[config.mk]
export PLATFORM = sky130hd
export DESIGN_NAME = keypad_code_lock
export DESIGN_NICKNAME = d
export VERILOG_FILES = /design/src/rtl/kcl_pkg.sv /design/src/rtl/keypad_code_lock.sv /design/src/rtl/kcl_step.sv
export SDC_FILE = /design/constraint.sdc
export NUM_CORES = 1
export LEC_CHECK = 0
export BUFFER_PORTS_ARGS = -buffer_cell sky130_fd_sc_hd__buf_4
export CORE_ASPECT_RATIO = 1.75
export CORE_MARGIN = 3
export CORE_UTILIZATION = 35
export CTS_BUF_LIST = sky130_fd_sc_hd__clkbuf_8
export CTS_CLUSTER_SIZE = 25
export DETAILED_ROUTE_END_ITERATION = 10
export SYNTH_ARGS = -nofsm -noshare
export SYNTH_HDL_FRONTEND = slang
export SYNTH_SLANG_ARGS = --single-unit
[constraint.sdc]
create_clock -name aclk -period 7.3 [get_ports aclk]
set_input_delay 0.365 -clock aclk [delete_from_list [all_inputs] [get_ports aclk]]
set_output_delay 0.365 -clock aclk [all_outputs]
set_load 0.02 [all_outputs]
[src/rtl/kcl_pkg.sv]
package kcl_pkg;

    // Scan phase codes. The unused code behaves as scanning.
    localparam logic [1:0] PH_SCAN     = 2'd0;
    localparam logic [1:0] PH_DEBOUNCE = 2'd1;
    localparam logic [1:0] PH_RELEASE  = 2'd2;

    // Configuration register indexes.
    localparam logic [1:0] CFG_UNLOCK_CODE = 2'd0;
    localparam logic [1:0] CFG_DEBOUNCE    = 2'd1;

    // Reset values of the configuration registers ("1234" and 20 ticks).
    localparam logic [15:0] UNLOCK_CODE_RST = 16'h4321;
    localparam logic [15:0] DEBOUNCE_RST    = 16'd20;

    // Fixed port geometry of the keypad.
    localparam int InColBits = 3;
    localparam int RowBits   = 4;
    localparam int GridRows  = 4;
    localparam int GridCols  = 3;

    // Key code of star and hash.
    localparam logic [3:0] KEY_STAR = 4'd10;
    localparam logic [3:0] KEY_HASH = 4'd11;

    // One result word.
    typedef struct packed {
        logic [3:0] row_drive;
        logic       key_valid;
        logic [3:0] key_code;
        logic [2:0] keys_entered;
        logic       decided;
        logic       lock_open;
    } kcl_result_t;

    // Key code at a position of the 4x3 grid.
    function automatic logic [3:0] grid_code(input logic [1:0] row, input logic [1:0] col);
        logic [3:0] code;
        code = 4'd0;
        case (row)
            2'd0: code = 4'd1 + 4'(col);
            2'd1: code = 4'd4 + 4'(col);
            2'd2: code = 4'd7 + 4'(col);
            2'd3: begin
                case (col)
                    2'd0:    code = KEY_STAR;
                    2'd1:    code = 4'd0;
                    2'd2:    code = KEY_HASH;
                    default: code = 4'd0;
                endcase
            end
            default: code = 4'd0;
        endcase
        return code;
    endfunction

endpackage

[src/rtl/keypad_code_lock.sv]
// Keypad code lock: scans a matrix keypad and checks a key entry against a code.
// A word's result is registered when the word is accepted and shows at m_valid in the next cycle.
// Throughput: one word per cycle while m_ready is high or the single output register is empty.
// Reset (aresetn low, synchronous): scan state, counters, lock and decision clear,
// configuration returns to code "1234" and 20 debounce ticks; stored keys do not reset.
module keypad_code_lock #(
    parameter int NUM_ROWS    = 4,
    parameter int NUM_COLS    = 3,
    parameter int CODE_LENGTH = 4
) (
    input  logic        aclk,
    input  logic        aresetn,
    input  logic        cfg_we,
    input  logic [1:0]  cfg_index,
    input  logic [15:0] cfg_wdata,
    input  logic        s_valid,
    output logic        s_ready,
    input  logic [2:0]  s_column_lines,
    output logic        m_valid,
    input  logic        m_ready,
    output logic [3:0]  m_row_drive,
    output logic        m_key_valid,
    output logic [3:0]  m_key_code,
    output logic [2:0]  m_keys_entered,
    output logic        m_decided,
    output logic        m_lock_open
);

    localparam int RowW = (NUM_ROWS > 1) ? $clog2(NUM_ROWS) : 1;
    localparam int ColW = (NUM_COLS > 1) ? $clog2(NUM_COLS) : 1;
    localparam int CntW = $clog2(CODE_LENGTH + 1);
    localparam int IdxW = (CODE_LENGTH > 1) ? $clog2(CODE_LENGTH) : 1;

    logic [15:0]              unlock_code_reg;
    logic [15:0]              debounce_reg;
    logic [RowW-1:0]          scan_row_reg, scan_row_next;
    logic [1:0]               phase_reg, phase_next;
    logic [ColW-1:0]          pressed_col_reg, pressed_col_next;
    logic [15:0]              deb_cnt_reg, deb_cnt_next;
    logic [CODE_LENGTH*4-1:0] keys_reg;
    logic [CntW-1:0]          entry_cnt_reg, entry_cnt_next;
    logic                     lock_reg, lock_next;
    logic                     decided_reg, decided_next;
    logic                     key_we;
    logic [3:0]               key_wdata;
    logic                     out_valid_reg;
    kcl_pkg::kcl_result_t     result;
    kcl_pkg::kcl_result_t     res_reg;
    logic                     accept;

    assign s_ready = !out_valid_reg || m_ready;
    assign accept  = s_valid && s_ready;

    // Tick logic.
    kcl_step #(
        .NUM_ROWS    (NUM_ROWS),
        .NUM_COLS    (NUM_COLS),
        .CODE_LENGTH (CODE_LENGTH),
        .RowW        (RowW),
        .ColW        (ColW),
        .CntW        (CntW)
    ) u_step (
        .column_lines     (s_column_lines),
        .unlock_code      (unlock_code_reg),
        .debounce_ticks   (debounce_reg),
        .scan_row         (scan_row_reg),
        .phase            (phase_reg),
        .pressed_col      (pressed_col_reg),
        .deb_cnt          (deb_cnt_reg),
        .keys             (keys_reg),
        .entry_cnt        (entry_cnt_reg),
        .lock_state       (lock_reg),
        .decided          (decided_reg),
        .scan_row_next    (scan_row_next),
        .phase_next       (phase_next),
        .pressed_col_next (pressed_col_next),
        .deb_cnt_next     (deb_cnt_next),
        .entry_cnt_next   (entry_cnt_next),
        .lock_state_next  (lock_next),
        .decided_next     (decided_next),
        .key_we           (key_we),
        .key_wdata        (key_wdata),
        .result           (result)
    );

    // Configuration registers.
    always_ff @(posedge aclk) begin
        if (!aresetn) begin
            unlock_code_reg <= kcl_pkg::UNLOCK_CODE_RST;
            debounce_reg    <= kcl_pkg::DEBOUNCE_RST;
        end else if (cfg_we) begin
            case (cfg_index)
                kcl_pkg::CFG_UNLOCK_CODE: unlock_code_reg <= cfg_wdata;
                kcl_pkg::CFG_DEBOUNCE:    debounce_reg    <= cfg_wdata;
                default: ;
            endcase
        end
    end

    // Scan and entry state, updated on each accepted word.
    always_ff @(posedge aclk) begin
        if (!aresetn) begin
            scan_row_reg    <= '0;
            phase_reg       <= kcl_pkg::PH_SCAN;
            pressed_col_reg <= '0;
            deb_cnt_reg     <= '0;
            entry_cnt_reg   <= '0;
            lock_reg        <= 1'b0;
            decided_reg     <= 1'b0;
        end else if (accept) begin
            scan_row_reg    <= scan_row_next;
            phase_reg       <= phase_next;
            pressed_col_reg <= pressed_col_next;
            deb_cnt_reg     <= deb_cnt_next;
            entry_cnt_reg   <= entry_cnt_next;
            lock_reg        <= lock_next;
            decided_reg     <= decided_next;
        end
    end

    // Entered keys need no reset; a slot is read only after it is written.
    always_ff @(posedge aclk) begin
        if (accept && key_we) begin
            keys_reg[4*IdxW'(entry_cnt_reg) +: 4] <= key_wdata;
        end
    end

    // Output register.
    always_ff @(posedge aclk) begin
        if (!aresetn) begin
            out_valid_reg <= 1'b0;
        end else if (accept) begin
            out_valid_reg <= 1'b1;
        end else if (m_ready) begin
            out_valid_reg <= 1'b0;
        end
    end

    always_ff @(posedge aclk) begin
        if (accept) begin
            res_reg <= result;
        end
    end

    assign m_valid        = out_valid_reg;
    assign m_row_drive    = res_reg.row_drive;
    assign m_key_valid    = res_reg.key_valid;
    assign m_key_code     = res_reg.key_code;
    assign m_keys_entered = res_reg.keys_entered;
    assign m_decided      = res_reg.decided;
    assign m_lock_open    = res_reg.lock_open;

`ifndef SYNTHESIS
    // Once decided, the block stays decided until reset.
    a_decided_holds: assert property (@(posedge aclk) disable iff (!aresetn)
        decided_reg |=> decided_reg)
        else $error("decision was dropped");

    // An open lock always follows a decision.
    a_open_needs_decision: assert property (@(posedge aclk) disable iff (!aresetn)
        lock_reg |-> decided_reg)
        else $error("lock open without decision");

    // A decided result word drives no keypad row.
    a_decided_rows_idle: assert property (@(posedge aclk) disable iff (!aresetn)
        accept && decided_reg |=> m_valid && m_row_drive == 4'hF && !m_key_valid)
        else $error("keypad scanned after decision");
`endif

endmodule

[src/rtl/kcl_step.sv]
module kcl_step #(
    parameter int NUM_ROWS    = 4,
    parameter int NUM_COLS    = 3,
    parameter int CODE_LENGTH = 4,
    parameter int RowW        = (NUM_ROWS > 1) ? $clog2(NUM_ROWS) : 1,
    parameter int ColW        = (NUM_COLS > 1) ? $clog2(NUM_COLS) : 1,
    parameter int CntW        = $clog2(CODE_LENGTH + 1)
) (
    input  logic [2:0]               column_lines,
    input  logic [15:0]              unlock_code,
    input  logic [15:0]              debounce_ticks,
    input  logic [RowW-1:0]          scan_row,
    input  logic [1:0]               phase,
    input  logic [ColW-1:0]          pressed_col,
    input  logic [15:0]              deb_cnt,
    input  logic [CODE_LENGTH*4-1:0] keys,
    input  logic [CntW-1:0]          entry_cnt,
    input  logic                     lock_state,
    input  logic                     decided,
    output logic [RowW-1:0]          scan_row_next,
    output logic [1:0]               phase_next,
    output logic [ColW-1:0]          pressed_col_next,
    output logic [15:0]              deb_cnt_next,
    output logic [CntW-1:0]          entry_cnt_next,
    output logic                     lock_state_next,
    output logic                     decided_next,
    output logic                     key_we,
    output logic [3:0]               key_wdata,
    output kcl_pkg::kcl_result_t     result
);

    logic [7:0]  cols_ext;
    logic [31:0] code_ext;
    logic [3:0]  rows;
    logic        hit;
    logic [ColW-1:0] hit_col;
    logic        valid;
    logic [3:0]  code;
    logic        match;
    logic [3:0]  key_i;
    logic [15:0] deb_dec;

    // Columns without an input bit read as released.
    assign cols_ext = {5'b11111, column_lines};
    assign code_ext = {16'd0, unlock_code};

    // First pressed column among the scanned ones.
    always_comb begin
        hit     = 1'b0;
        hit_col = '0;
        for (int c = NUM_COLS - 1; c >= 0; c--) begin
            if (!cols_ext[c]) begin
                hit     = 1'b1;
                hit_col = ColW'(c);
            end
        end
    end

    // Compare the entry, with the key of this tick in its slot.
    always_comb begin
        match = 1'b1;
        key_i = 4'd0;
        for (int i = 0; i < CODE_LENGTH; i++) begin
            key_i = (CntW'(i) == entry_cnt) ? code : keys[4*i +: 4];
            if (key_i != code_ext[4*i +: 4]) begin
                match = 1'b0;
            end
        end
    end

    assign deb_dec = (deb_cnt != 16'd0) ? deb_cnt - 16'd1 : deb_cnt;

    // Scan sequencer for one tick.
    always_comb begin
        scan_row_next    = scan_row;
        phase_next       = phase;
        pressed_col_next = pressed_col;
        deb_cnt_next     = deb_cnt;
        entry_cnt_next   = entry_cnt;
        lock_state_next  = lock_state;
        decided_next     = decided;
        key_we           = 1'b0;
        key_wdata        = 4'd0;
        valid            = 1'b0;
        code             = 4'd0;
        rows             = 4'hF;
        if (!decided) begin
            if (4'(scan_row) < 4'(kcl_pkg::RowBits)) begin
                rows = 4'hF & ~(4'd1 << scan_row);
            end
            case (phase)
                kcl_pkg::PH_DEBOUNCE: begin
                    deb_cnt_next = deb_dec;
                    if (deb_dec == 16'd0) begin
                        phase_next = kcl_pkg::PH_RELEASE;
                    end
                end
                kcl_pkg::PH_RELEASE: begin
                    if (cols_ext[3'(pressed_col)]) begin
                        phase_next    = kcl_pkg::PH_SCAN;
                        scan_row_next = '0;
                        if (4'(scan_row) < 4'(kcl_pkg::GridRows)
                                && 4'(pressed_col) < 4'(kcl_pkg::GridCols)) begin
                            valid = 1'b1;
                            code  = kcl_pkg::grid_code(2'(scan_row), 2'(pressed_col));
                            if (entry_cnt < CntW'(CODE_LENGTH)) begin
                                key_we         = 1'b1;
                                key_wdata      = code;
                                entry_cnt_next = entry_cnt + CntW'(1);
                            end
                            if (entry_cnt_next >= CntW'(CODE_LENGTH)) begin
                                lock_state_next = match;
                                decided_next    = 1'b1;
                            end
                        end
                    end
                end
                default: begin
                    phase_next = kcl_pkg::PH_SCAN;
                    if (hit) begin
                        pressed_col_next = hit_col;
                        if (debounce_ticks == 16'd0) begin
                            phase_next = kcl_pkg::PH_RELEASE;
                        end else begin
                            deb_cnt_next = debounce_ticks;
                            phase_next   = kcl_pkg::PH_DEBOUNCE;
                        end
                    end else if (scan_row == RowW'(NUM_ROWS - 1)) begin
                        scan_row_next = '0;
                    end else begin
                        scan_row_next = scan_row + RowW'(1);
                    end
                end
            endcase
        end
        result.row_drive    = rows;
        result.key_valid    = valid;
        result.key_code     = code;
        result.keys_entered = 3'(entry_cnt_next);
        result.decided      = decided_next;
        result.lock_open    = lock_state_next;
    end

endmodule

Word-level counts from Yosys, hierarchy flattened:

Cells that the tools add are included.

* bits in registers: 90
* bits in latches: 0
* RAM bits: 0
* memory bits (read-only): 0
* input bits: 26
* logic and storage cells: 143
* memories: 0

* add/sub/neg operators: 7
* multiply operators: 0
* div/mod/pow operators: 0
* magnitude comparators: 4
* equality and inequality tests: 18
* shifts and indexed selects: 3
* multiplexer cells: 67
* bitwise logic cells: 6
* reduce and logical (&&, ||, !) cells: 21

Operators with widths (count)
* $mux W4: 13
* $mux W16: 3
* $neg A4 Y34: 1
* $shift A4 B34 Y16 const A: 1
* $shiftx A4 B34 Y16: 1
* $logic_not A16 Y1: 2
* $pmux W16 S2: 1
* $mux W3: 9
* $mux W1: 26
* $mux W2: 9
* $bwmux W16: 1
* $ne A4 B4 Y1: 4
* $pmux W4 S4: 1
* $reduce_bool A16 Y1: 1
* $sub A16 B1 Y16 const B: 1
* $reduce_and A5 Y1: 2
* $add A3 B2 Y4 const A: 2
* $eq A2 B2 Y1 const B: 4
* $pmux W2 S2: 2
* $pmux W4 S2: 1
* $reduce_and A4 Y1: 2
* $eq A2 B1 Y1 const B: 3
* $eq A2 B3 Y1 const A: 2
* $logic_not A2 Y1: 3
* 22 further kinds: 31

Longest topological paths before layout:

Gate-level depths: netlist of the first run.

* depth in word-level cells: 18
* mapped depth: 10
* mapped depth without buffers: 9

Hierarchy:

A second synthesis of the first run with hierarchy kept.

* cell total of the unflattened synthesis: 667
* area, all modules: 5788.1 sq um

Modules (own cells, without submodules)
* keypad_code_lock: times used 1, cells an instance 309, area each 3492.1 sq um, sequential area each 2102.0 sq um
* kcl_step: times used 1, cells an instance 358, area each 2296.0 sq um, sequential area each 0.0 sq um

Least setup slack after synthesis of the first run:

OpenSTA, ideal clock, no wires.

* path type: register -> register
* start point: register pressed_col_reg[0]
* end point: register lock_reg
* data arrival time: 2.296 ns
* data required time: 7.204 ns
* slack: 4.908 ns
* cell stages (with the launch flop): 11
* cells stage by stage: dfxtp_1 > inv_1 > ha_1 > nand2b_1 > a31o_2 > a211o_1 > buf_2 > xnor2_1 > o31ai_1 > nand4_1 > o41ai_2

* longest elaborated chain between the ends: 18
* elaborated cells between the ends (all ways): 31
* those cells by class: 3 x add/sub; 1 x order compare; 5 x eq/ne; 21 x mux; 1 x reduce/logical

Ends and longest elaborated chain
* start, declared: RTL line keypad_code_lock.sv:38 `logic [ColW-1:0] pressed_col_reg, pressed_col_next;`
* start signal, assigned: RTL line keypad_code_lock.sv:113 `pressed_col_reg <= pressed_col_next;`
* parallel branches: the longest is 15 deep, another holds $add A3 B2 Y4
* $mux W1 (*): RTL line kcl_step.sv:99 `if (cols_ext[3'(pressed_col)]) begin`
* $mux W1 (*): RTL line kcl_step.sv:91 `case (phase)`
* $mux W1 (*): RTL line kcl_step.sv:87 `if (!decided) begin`
* end signal, assigned: RTL line keypad_code_lock.sv:116 `lock_reg <= lock_next;`
* end, declared: RTL line keypad_code_lock.sv:42 `logic lock_reg, lock_next;`

Mark *: on every way between the ends. The select of a mux whose other input is x is not followed.
A chain may end at the register's enable or synchronous reset.

Worst setup path in the final report of the first run:

* start point: register phase_reg[0]
* end point: register lock_reg

* longest elaborated chain between the ends: 14
* elaborated cells between the ends (all ways): 20
* those cells by class: 5 x eq/ne; 15 x mux

Ends and longest elaborated chain
* start, declared: RTL line keypad_code_lock.sv:37 `logic [1:0] phase_reg, phase_next;`
* start signal, assigned: RTL line keypad_code_lock.sv:104 `phase_reg <= kcl_pkg::PH_SCAN;`
* start signal, assigned: RTL line keypad_code_lock.sv:112 `phase_reg <= phase_next;`
* $eq A2 B2 Y1 (*): RTL line kcl_step.sv:91
* $mux W4: RTL line kcl_step.sv:91
* $mux W4: RTL line kcl_step.sv:87
* $mux W4: RTL line kcl_step.sv:64 `key_i = (CntW'(i) == entry_cnt) ? code : keys[4*i +: 4];`
* $ne A4 B4 Y1: RTL line kcl_step.sv:65 `if (key_i != code_ext[4*i +: 4]) begin`
* $mux W1 (4 in series): RTL line kcl_step.sv:65
* $mux W1: RTL line kcl_step.sv:111 `if (entry_cnt_next >= CntW'(CODE_LENGTH)) begin`
* $mux W1: RTL line kcl_step.sv:102 `if (4'(scan_row) < 4'(kcl_pkg::GridRows)`
* $mux W1: RTL line kcl_step.sv:99
* $mux W1 (*): RTL line kcl_step.sv:91
* $mux W1 (*): RTL line kcl_step.sv:87

Every way passes the cells marked *; elsewhere a longest branch is shown, timed or not.

==> results.py, run 1 <==
metrics = {
    "floorplanning": {
        "die_h_um": 164,
        "initial_core_util_pct": 35.8,
        "std_cell_rows": 57,
        "die-area_sq_um": 15700,
        "die_x_um": 96.2,
        "fp.coreArea_sq_um": 13900,
        "ioPinCount": 42,
    },
    "route": {
        "antenna_left": 0,
        "drt_wl_total_um": 13400,
        "vias": 4254,
        "wl_per_cell_um": 17.3,
        "drc": 0,
        "dr.pass1.iters": 4,
        "avgViaCountPerCell": 5.47,
        "drt-initial-drc-count": 183,
    },
    "setup_path": {
        "worstReg2RegStart": "phase_reg[0]",
        "cp-start-kind": "flip-flop",
        "cp-startpoint": "phase_reg[0]",
        "critPathMaxFanout": 9,
        "arrival_ns": 3.19,
        "cp-end-kind": "flip-flop",
        "cp_slowest_cell": "or4b_1",
        "slowest_delay_ns": 0.80,
        "crit_type": "flip-flop to flip-flop",
        "path_cells": "inv_1 -> ha_1 -> o2111ai_2 -> or4b_1 -> xnor2_1 -> a222oi_1 -> nor2_1 -> o41ai_2",
        "worst-endpoint-required_ns": 7.57,
    },
    "timing": {
        "setup_tns_ns": 0,
        "fin_crit_sh_pct": 40.0,
        "fmax_ghz": 0.342,
        "finalCriticalPeriod_ns": 2.92,
        "worstMarginPinSlew_ns": 0.943,
        "rsz0062_at_grt": "no",
        "finalHoldViolCount": 0,
        "drv_slew": 0,
        "finClkSkew_ns": 0.00979,
        "slew_headroom_pct": 36.9,
        "setup_viol": 0,
    },
    "clock_tree": {
        "postCtsSetupBuffers": 0,
        "htree_num_levels": 3,
        "cts.sinks": 90,
        "cts.path.max_buffers": 2,
        "path_clk_slew_ns": 0.09,
        "numCtsBuffers": 9,
        "clock-root-buffer": "clkbuf_8",
        "cts_tree": "done",
        "clk_latency_ns": 0.36,
        "cts.repair.resized": 0,
        "cts_hold_buffers": 0,
    },
    "global_route": {
        "antenna_found_initial": 0,
        "grt_use_met3_pct": 3.39,
        "grt.overflow.total": 0,
        "grt_max_degree": 63,
        "grt_pass1_wl_um": 21500,
        "track_usage_pct": 17.9,
        "met2_usage_pct": 32.9,
        "met1_usage_pct": 17.9,
        "grt_pass1_vias": 4331,
        "grt_busiest_layer": "met2",
    },
    "yosys": {
        "yosysTopAreaCellShare_pct": 24.1,
        "synth_warnings": 0,
        "synth_xor_area_share_pct": 4.22,
        "synth.top_cells.by_area": "dfxtp_1, edfxtp_1, nand2_1",
        "synth-simple-area-share_pct": 23.0,
        "synthCells": 568,
        "ys.flop_type": "dfxtp_1",
        "synth-edff-count": 30,
        "synth_area_leader_cell": "dfxtp_1",
        "synth_fa_ha_area_share_pct": 4.78,
        "synth_top_family_by_area": "simple AND/OR/NAND/NOR gates",
        "synthMuxAreaShare_pct": 1.51,
        "yosysSeqAreaShare_pct": 42.2,
        "synth_seq_cells": 90,
        "avgSynthCellArea_sq_um": 8.77,
        "async_reset_ff_share_pct": 0,
        "netlist_area_sq_um": 4980,
        "synth-compound-area-share_pct": 19.8,
        "synth_nets": 613,
        "yosysUniqueCellTypes": 69,
    },
    "final_layout": {
        "n_antenna_cell": 0,
        "post-route-util_pct": 40.3,
        "drive_above_1_share_pct": 12.5,
        "nets": 640,
        "final_area_sq_um": 5610,
        "instances_no_fill": 777,
        "area_growth_syn_to_layout_pct": 12.6,
    },
    "placed_design": {
        "dp.cells": 761,
        "placed_area_sq_um": 5410,
        "hpwlAfterDp_um": 10300,
        "io_buffers": 41,
        "routabilityCongestion": 0.953,
    },
    "hold_path": {
        "hold_path_class": "input port to flip-flop",
        "min-delay-start": "cfg_wdata[5]",
    },
    "pwr": {
        "p_leak_nw": 2.08,
        "power.density_nw_per_um2": 217,
        "ir_worst_vdd_uv": 81.8,
    },
    "run": {
        "drv_cap": 0,
    },
    "outcome": {
        "status": "completed",
    },
}
==> per-layer routing <==
metal	wire, um	vias up	part of all wire (%)
met5	0	-	0
met4	794	0	5.9
met2	7280	101	54
met3	454	46	3.4
met1	4890	2035	36
li1	-	2072	-
==> cells in the mapped netlist (all sizes together) (3+ instances only) <==
master	count
nand2	93
dfxtp	60
nor2	50
a21boi	30
edfxtp	30
inv	28
o21ai	27
clkbuf	23
xnor2	20
ha	19
a21oi	15
nor3	15
nor2b	12
and2	10
nand3	10
nor4	7
a22oi	6
mux2i	6
nand2b	6
o211ai	6
or3	6
a2111oi	5
a31oi	5
nor3b	5
o221a	5
a22o	4
buf	4
nand4	4
o2111ai	4
o21a	4
o22ai	4
xor2	4
a41oi	3
nand3b	3
or2	3
==> path summary, 6_finish.rpt <==
check | cells past startpoint | slack, ns | endpoint
min | 3 | 0.23 | unlock_code_reg[5]
max reg2reg | 8 | 4.38 | lock_reg
min reg2reg | 2 | 0.49 | debounce_reg[11]
max | 8 | 4.38 | lock_reg
==> cells in the final DEF (no fill, tap or decap), types with 5 or more instances in the layout <==
cell / instances
or3_1: 6
ha_1: 19
o21ai_0: 25
clkbuf_8: 10
nand2b_1: 6
nand2_1: 93
nor2_1: 50
a21oi_1: 15
a22oi_1: 6
o221a_2: 5
a2111oi_0: 5
a31oi_1: 5
a21boi_0: 30
nor3_1: 14
xnor2_1: 20
inv_1: 29
nand3_1: 10
o211ai_1: 6
nor4_1: 7
nor2b_1: 12
edfxtp_1: 30
buf_4: 43
dfxtp_1: 60
mux2i_1: 6
and2_1: 10
==> critical path, delay by kind of cell, from the launching register on <==
kind | cells | cell delay, ns
buffers and inverters | 1 | 0.06
flip-flops | 1 | 0.34
AND/OR/NAND/NOR | 2 | 0.92
adder cells (fa/ha/maj) | 1 | 0.27
XOR/XNOR | 1 | 0.22
AO/OA/AOI/OAI | 3 | 1.03
==> cell type report <==
type / count / area, sq um
fill: 1424 / 8300
multi-input combinational: 423 / 2660
sequential: 90 / 2100
timing repair buffer: 43 / 323
tap: 177 / 221
clock buffer: 10 / 138
inverter: 28 / 105
clock inverter: 6 / 57.6
==> cell families after synthesis <==
kind of cell,count (synthesis)
adder cells (fa/ha/maj),19
XOR/XNOR,24
AND/OR/NAND/NOR,237
multiplexers,7
buffers and inverters,55
flip-flops,90
AO/OA/AOI/OAI,136
==> through the flow <==
step           power (mW)  setup slack, ns  hold WS [ns]
6_report             1.22             4.38         0.232
5_1_grt              1.28             4.12         0.226
4_1_cts              1.22             4.37         0.206
3_5_place_dp        0.879             4.41         0.472
3_3_place_gp        0.872             4.46         0.467
2_1_floorplan       0.790             4.91         0.452
==> report_power, final <==
group,switching [mW],internal (mW)
Combinational,0.186,0.113
Clock,0.180,0.165
Sequential,0.0290,0.542
Total,0.395,0.821
No activity file was read; power rests on OpenSTA's default activity.
==> run 2, diff against run 1 <==
Clock period 7.3 ns to 2.7 ns, I/O delays scaled along.
==> run 2 against run 1 <==
Register-to-register slack got worse by 4.3 ns. Hold slack worse by 0.21 ns. Combinational power rose to 3.0 times the previous value. Sequential cell count did not move. Worst setup slack worse by 4.3 ns. Die area did not move. Utilization grew 1.7 points. Sequential share of layout area decreased by 1.4 points. Sequential power increased to 2.7 times the previous value. Non-clock buffer count rose by 23. Via count rose by 0.96%. First-iteration DRC count rose by 33%. Critical path type unchanged. Critical endpoint is now m_lock_open. Highest routed layer unchanged.
==> results.py, run 2 (synthesized netlist as in run 1, its figures left out) <==
metrics = {
    "outcome": {
        "status": "completed",
    },
    "setup_path": {
        "timing.critical_path.mode_cell": "o31ai_1",
        "cp_num_buf_inv": 1,
        "cp-startpoint": "pressed_col_reg[0]",
        "r2r_cells": 9,
        "arrival_ns": 2.82,
        "worstReg2RegStart": "pressed_col_reg[0]",
        "cp_slowest_cell": "a211o_2",
        "cp-start-kind": "flip-flop",
        "r2r_setup_slack_ns": 0.07,
        "cp-end-kind": "flip-flop",
        "cp_top_family": "compound AO/OA/AOI/OAI gates",
        "slowest_delay_ns": 0.42,
        "crit_cells": 9,
        "critPathCapture": "m_lock_open",
        "timing.rr.end": "m_lock_open",
        "crit_type": "flip-flop to flip-flop",
        "critPathMaxFanout": 7,
        "worst-endpoint-required_ns": 2.89,
        "path_cells": "inv_1 -> ha_1 -> nand2b_1 -> a31o_2 -> a211o_2 -> xnor2_1 -> o31ai_1 -> nand4_1 -> o31ai_1",
    },
    "clock_tree": {
        "cts.path.max_buffers": 2,
        "cts_tree": "done",
        "htree_num_levels": 3,
        "clock-root-buffer": "clkbuf_8",
        "clk_latency_ns": 0.37,
        "postCtsSetupBuffers": 0,
        "numCtsBuffers": 9,
        "path_clk_slew_ns": 0.11,
        "cts.sinks": 90,
    },
    "route": {
        "dr.pass1.iters": 4,
        "antenna_left": 0,
        "drt_wl_total_um": 14300,
        "drt-initial-drc-count": 244,
        "vias": 4295,
        "drc": 0,
        "avgViaCountPerCell": 5.37,
        "wl_per_cell_um": 17.8,
    },
    "timing": {
        "slew_headroom_pct": 37.3,
        "finClkSkew_ns": 0.0191,
        "drv_slew": 0,
        "worstMarginPinSlew_ns": 0.937,
        "setup_viol": 0,
        "fin_crit_sh_pct": 97.3,
        "rsz0062_at_grt": "no",
        "finalCriticalPeriod_ns": 2.63,
        "fmax_ghz": 0.381,
        "finalHoldViolCount": 0,
        "setup_tns_ns": 0,
    },
    "pwr": {
        "power.density_nw_per_um2": 576,
        "ir_worst_vdd_uv": 257,
        "p_leak_nw": 2.19,
    },
    "floorplanning": {
        "die_x_um": 96.2,
        "ioPinCount": 42,
        "std_cell_rows": 57,
        "initial_core_util_pct": 35.8,
        "die_h_um": 164,
        "fp.coreArea_sq_um": 13900,
        "die-area_sq_um": 15700,
    },
    "final_layout": {
        "layout_common_cells": "nand2_1, buf_4, dfxtp_1",
        "nets": 663,
        "instances_no_fill": 800,
        "mostFrequentLayoutCell": "nand2_1",
        "n_antenna_cell": 0,
        "drive_above_1_share_pct": 16.7,
        "fillCellCount": 1413,
        "area_growth_syn_to_layout_pct": 17.4,
    },
    "global_route": {
        "grt_pass1_vias": 4367,
        "antenna_found_initial": 0,
        "grt_max_degree": 63,
        "grt.overflow.total": 0,
        "track_usage_pct": 18.9,
        "grt_pass1_wl_um": 22500,
    },
    "placed_design": {
        "dp.cells": 779,
        "routabilityCongestion": 0.941,
        "io_buffers": 41,
        "hpwlAfterDp_um": 11000,
    },
    "run": {
        "drv_cap": 0,
    },
    "hold_path": {
        "hold_path_class": "input port to flip-flop",
    },
}
-- run 2: changes by cell type in the layout (fill, tap and decap cells not counted), moves of 3 or more --
cell / before / now
dfxtp_1: 60 / 56
dfxtp_2: 0 / 4
dlygate4sd3_1: 0 / 5
buf_4: 43 / 61
clkinv_2: 3 / 0
-- run 2: report_power, final --
| part | leakage (nW) | internal [mW] | switching [mW] |
|---|---|---|---|
| combinational | 1.32 | 0.360 | 0.529 |
| sequential | 0.766 | 1.47 | 0.0743 |
| clock | 0.104 | 0.371 | 0.568 |
| total | 2.19 | 2.20 | 1.17 |
-- run 2: timing repair --
| action | 4_1_cts | 5_1_grt |
|---|---|---|
| endpoints found under the setup margin | 2 | 2 |
| resized for setup | 5 | 8 |
| pin swaps | 0 | 2 |
| endpoints found under the hold margin | 5 | 0 |
| hold buffers | 5 | 0 |
-- run 2: area by class of cell --
type,count,area (sq um),share of cell area [%]
flip-flops and latches,90,2110,36.0
multi-input cells,423,2700,46.2
repair buffers,66,508,8.69
inverters,28,105,1.80
well taps,177,221,3.79
clock inverters,7,81.3,1.39
clock buffers,9,124,2.12
-- run 2: worst min-delay path: stages --
cell and delay [ns]:
buf_4 0.12, nand2_1 0.04, a21boi_0 0.06
-- run 2: worst min path at each step --
stage	from	end	slack, ns	cells past startpoint
after floorplan	cfg_wdata[2]	debounce_reg[2]	0.26	2
after global placement	cfg_wdata[5]	unlock_code_reg[5]	0.37	3
after detailed placement	cfg_wdata[5]	unlock_code_reg[5]	0.37	3
after CTS	cfg_wdata[14]	unlock_code_reg[14]	0.01	3
after global routing	cfg_wdata[6]	unlock_code_reg[6]	0.02	3
final	cfg_wdata[10]	unlock_code_reg[10]	0.03	3
-- run 2: metal layers --
metal  vias up  global-route usage (%)  share of wire (%)
met5         -                       0                  0
met3        31                    3.35                4.3
met2       122                    35.4                 56
li1       2115                       -                  -
met4         0                    9.00                4.6
met1      2027                    19.5                 35
-- run 2: stage by stage --
step / area, sq um / hold slack, ns / power [mW] / setup slack [ns] / util [%]
6_report: 5850 / 0.0251 / 3.37 / 0.0738 / 42.0
5_1_grt: 5850 / 0.0180 / 3.55 / 0.00303 / 42.0
4_1_cts: 5820 / 0.00955 / 3.39 / 0.0119 / 41.8
3_5_place_dp: 5550 / 0.374 / 2.44 / -0.166 / 39.9
3_3_place_gp: 5550 / 0.365 / 2.43 / -0.0459 / 39.9
2_1_floorplan: 4980 / 0.259 / 2.14 / 0.308 / -
==> run 3, diff against run 2 <==
Settings changed: HOLD_SLACK_MARGIN set to 0.06.
Clock period 2.7 ns to 2.35 ns, I/O delays scaled along.
==> run 3 against run 2 <==
The flow now finishes with violations (setup timing). Combinational power increased by 56%. Die area is the same. Sequential share of layout area down 4.3 points. Critical path type unchanged. Power up 25%. Critical path depth did not move. Count of clock-buffer cells in the layout is the same.
==> results.py, run 3 (synthesized netlist as in run 1, its figures left out) <==
metrics = {
    "pwr": {
        "share_seq_of_total_power_pct": 41.9,
        "switching_share_pct": 34.6,
        "p_clk_share_pct": 24.9,
        "p_comb_share_pct": 33.2,
        "ir_worst_vdd_uv": 388,
        "switchingPower_mw": 1.45,
        "power.density_nw_per_um2": 627,
        "p_int_mw": 2.75,
        "p_leak_nw": 2.57,
        "total_power_mw": 4.20,
    },
    "timing": {
        "fin_crit_sh_pct": 104,
        "setup_viol": 2,
        "fmax_ghz": 0.409,
        "finalCriticalPeriod_ns": 2.44,
        "setup_ws_ns": -0.0943,
        "drv_slew": 0,
        "worstMarginPinSlew_ns": 0.929,
        "rsz0062_at_grt": "yes",
        "finClkSkew_ns": 0.0147,
        "slew_headroom_pct": 37.8,
        "finalHoldViolCount": 0,
    },
    "route": {
        "drt-initial-drc-count": 204,
        "dr.pass1.iters": 5,
        "avgViaCountPerCell": 5.41,
        "drc": 0,
        "wl_per_cell_um": 17.5,
        "vias": 4698,
        "antenna_left": 0,
        "drt_wl_total_um": 15200,
    },
    "placed_design": {
        "pre_cts_ws_ns": -0.295,
        "routabilityCongestion": 0.971,
        "placed_area_sq_um": 5920,
        "io_buffers": 41,
        "hpwlAfterDp_um": 11500,
    },
    "clock_tree": {
        "cts.sinks": 90,
        "clk_latency_ns": 0.37,
        "cts_tree": "done",
        "cts.path.max_buffers": 2,
        "numCtsBuffers": 9,
        "clock-root-buffer": "clkbuf_8",
        "path_clk_slew_ns": 0.10,
        "htree_num_levels": 3,
    },
    "setup_path": {
        "cp-start-kind": "flip-flop",
        "critPathMaxFanout": 6,
        "crit_type": "flip-flop to flip-flop",
        "arrival_ns": 2.63,
        "worst-endpoint-required_ns": 2.54,
        "cp-end-kind": "flip-flop",
    },
    "final_layout": {
        "nets": 731,
        "final_area_sq_um": 6700,
        "layout_common_cells": "buf_4, nand2_1, dfxtp_1",
        "mostFrequentLayoutCell": "buf_4",
        "area_growth_syn_to_layout_pct": 34.6,
        "drive_above_1_share_pct": 28.7,
        "n_antenna_cell": 0,
    },
    "floorplanning": {
        "die_h_um": 164,
        "std_cell_rows": 57,
        "ioPinCount": 42,
        "die_x_um": 96.2,
        "initial_core_util_pct": 35.8,
        "die-area_sq_um": 15700,
        "fp.coreArea_sq_um": 13900,
    },
    "outcome": {
        "status": "finished with violations",
        "violations": "setup timing",
    },
    "global_route": {
        "grt_pass1_vias": 4887,
        "grt.overflow.total": 0,
        "track_usage_pct": 20.1,
        "grt_max_degree": 63,
        "grt_pass1_wl_um": 24300,
        "antenna_found_initial": 0,
    },
    "hold_path": {
        "hold_path_class": "input port to flip-flop",
    },
    "run": {
        "drv_cap": 0,
    },
}
run 3: repair_timing:
| action | in CTS | in global routing |
|---|---|---|
| setup buffers | 2 | 6 |
| setup endpoints to repair | 4 | 6 |
| hold endpoints to repair | 34 | 0 |
| gates resized for setup | 43 | 39 |
| pin swaps | 14 | 23 |
| hold buffers | 18 | 0 |
run 3: final cells by class:
type | instances | area, sq um
fill | 1345 | 7210
timing repair buffer | 134 | 1070
sequential | 90 | 2120
multi-input combinational | 423 | 2980
tap | 177 | 221
clock buffer | 9 | 124
clock inverter | 7 | 66.3
inverter | 28 | 115
run 3: worst paths after layout:
path / to / slack [ns] / cells after the start / from
worst max-delay path: m_lock_open / -0.09 / 9 / scan_row_reg[0]
worst min-delay path: pressed_col_reg[1] / 0.10 / 3 / s_column_lines[0]
worst max register to register: m_lock_open / -0.09 / 9 / scan_row_reg[0]
worst min register to register: debounce_reg[11] / 0.49 / 2 / debounce_reg[11]
run 3: power by group through the flow:
stage                     Combinational, mW  Sequential [mW]  Clock [mW]
after floorplan                       0.664             1.80           0
after global placement                 1.13             1.78           0
after detailed placement               1.16             1.79           0
after CTS                              1.23             1.75        1.08
after global routing                   1.51             1.77        1.15
final                                  1.39             1.76        1.04
run 3: through the flow:
stage          TNS [ns]  util [%]  std cells  hold slack, ns
6_report         -0.165      48.2        868           0.102
5_1_grt          -0.525      48.2        868          0.0809
4_1_cts          -0.107      46.5        862          0.0758
3_5_place_dp     -0.706      42.6        826           0.356
3_3_place_gp     -0.423      42.6        826           0.359
2_1_floorplan         0         -        568           0.241
run 3: critical path, stage by stage, from the launching register on:
cell	delay, ns
dfxtp_4	0.41
buf_6	0.11
ha_4	0.14
a21oi_2	0.04
o21ai_1	0.13
or4b_4	0.55
xnor2_2	0.16
a222oi_1	0.36
nor2_1	0.10
o31ai_1	0.26
run 3: metal layers:
layer | vias up | GRT usage [%] | wire [um]
met1 | 2245 | 20.2 | 5250
li1 | 2264 | - | -
met4 | 0 | 13.3 | 983
met3 | 54 | 3.12 | 480
met2 | 135 | 36.7 | 8520
met5 | - | 0 | 0
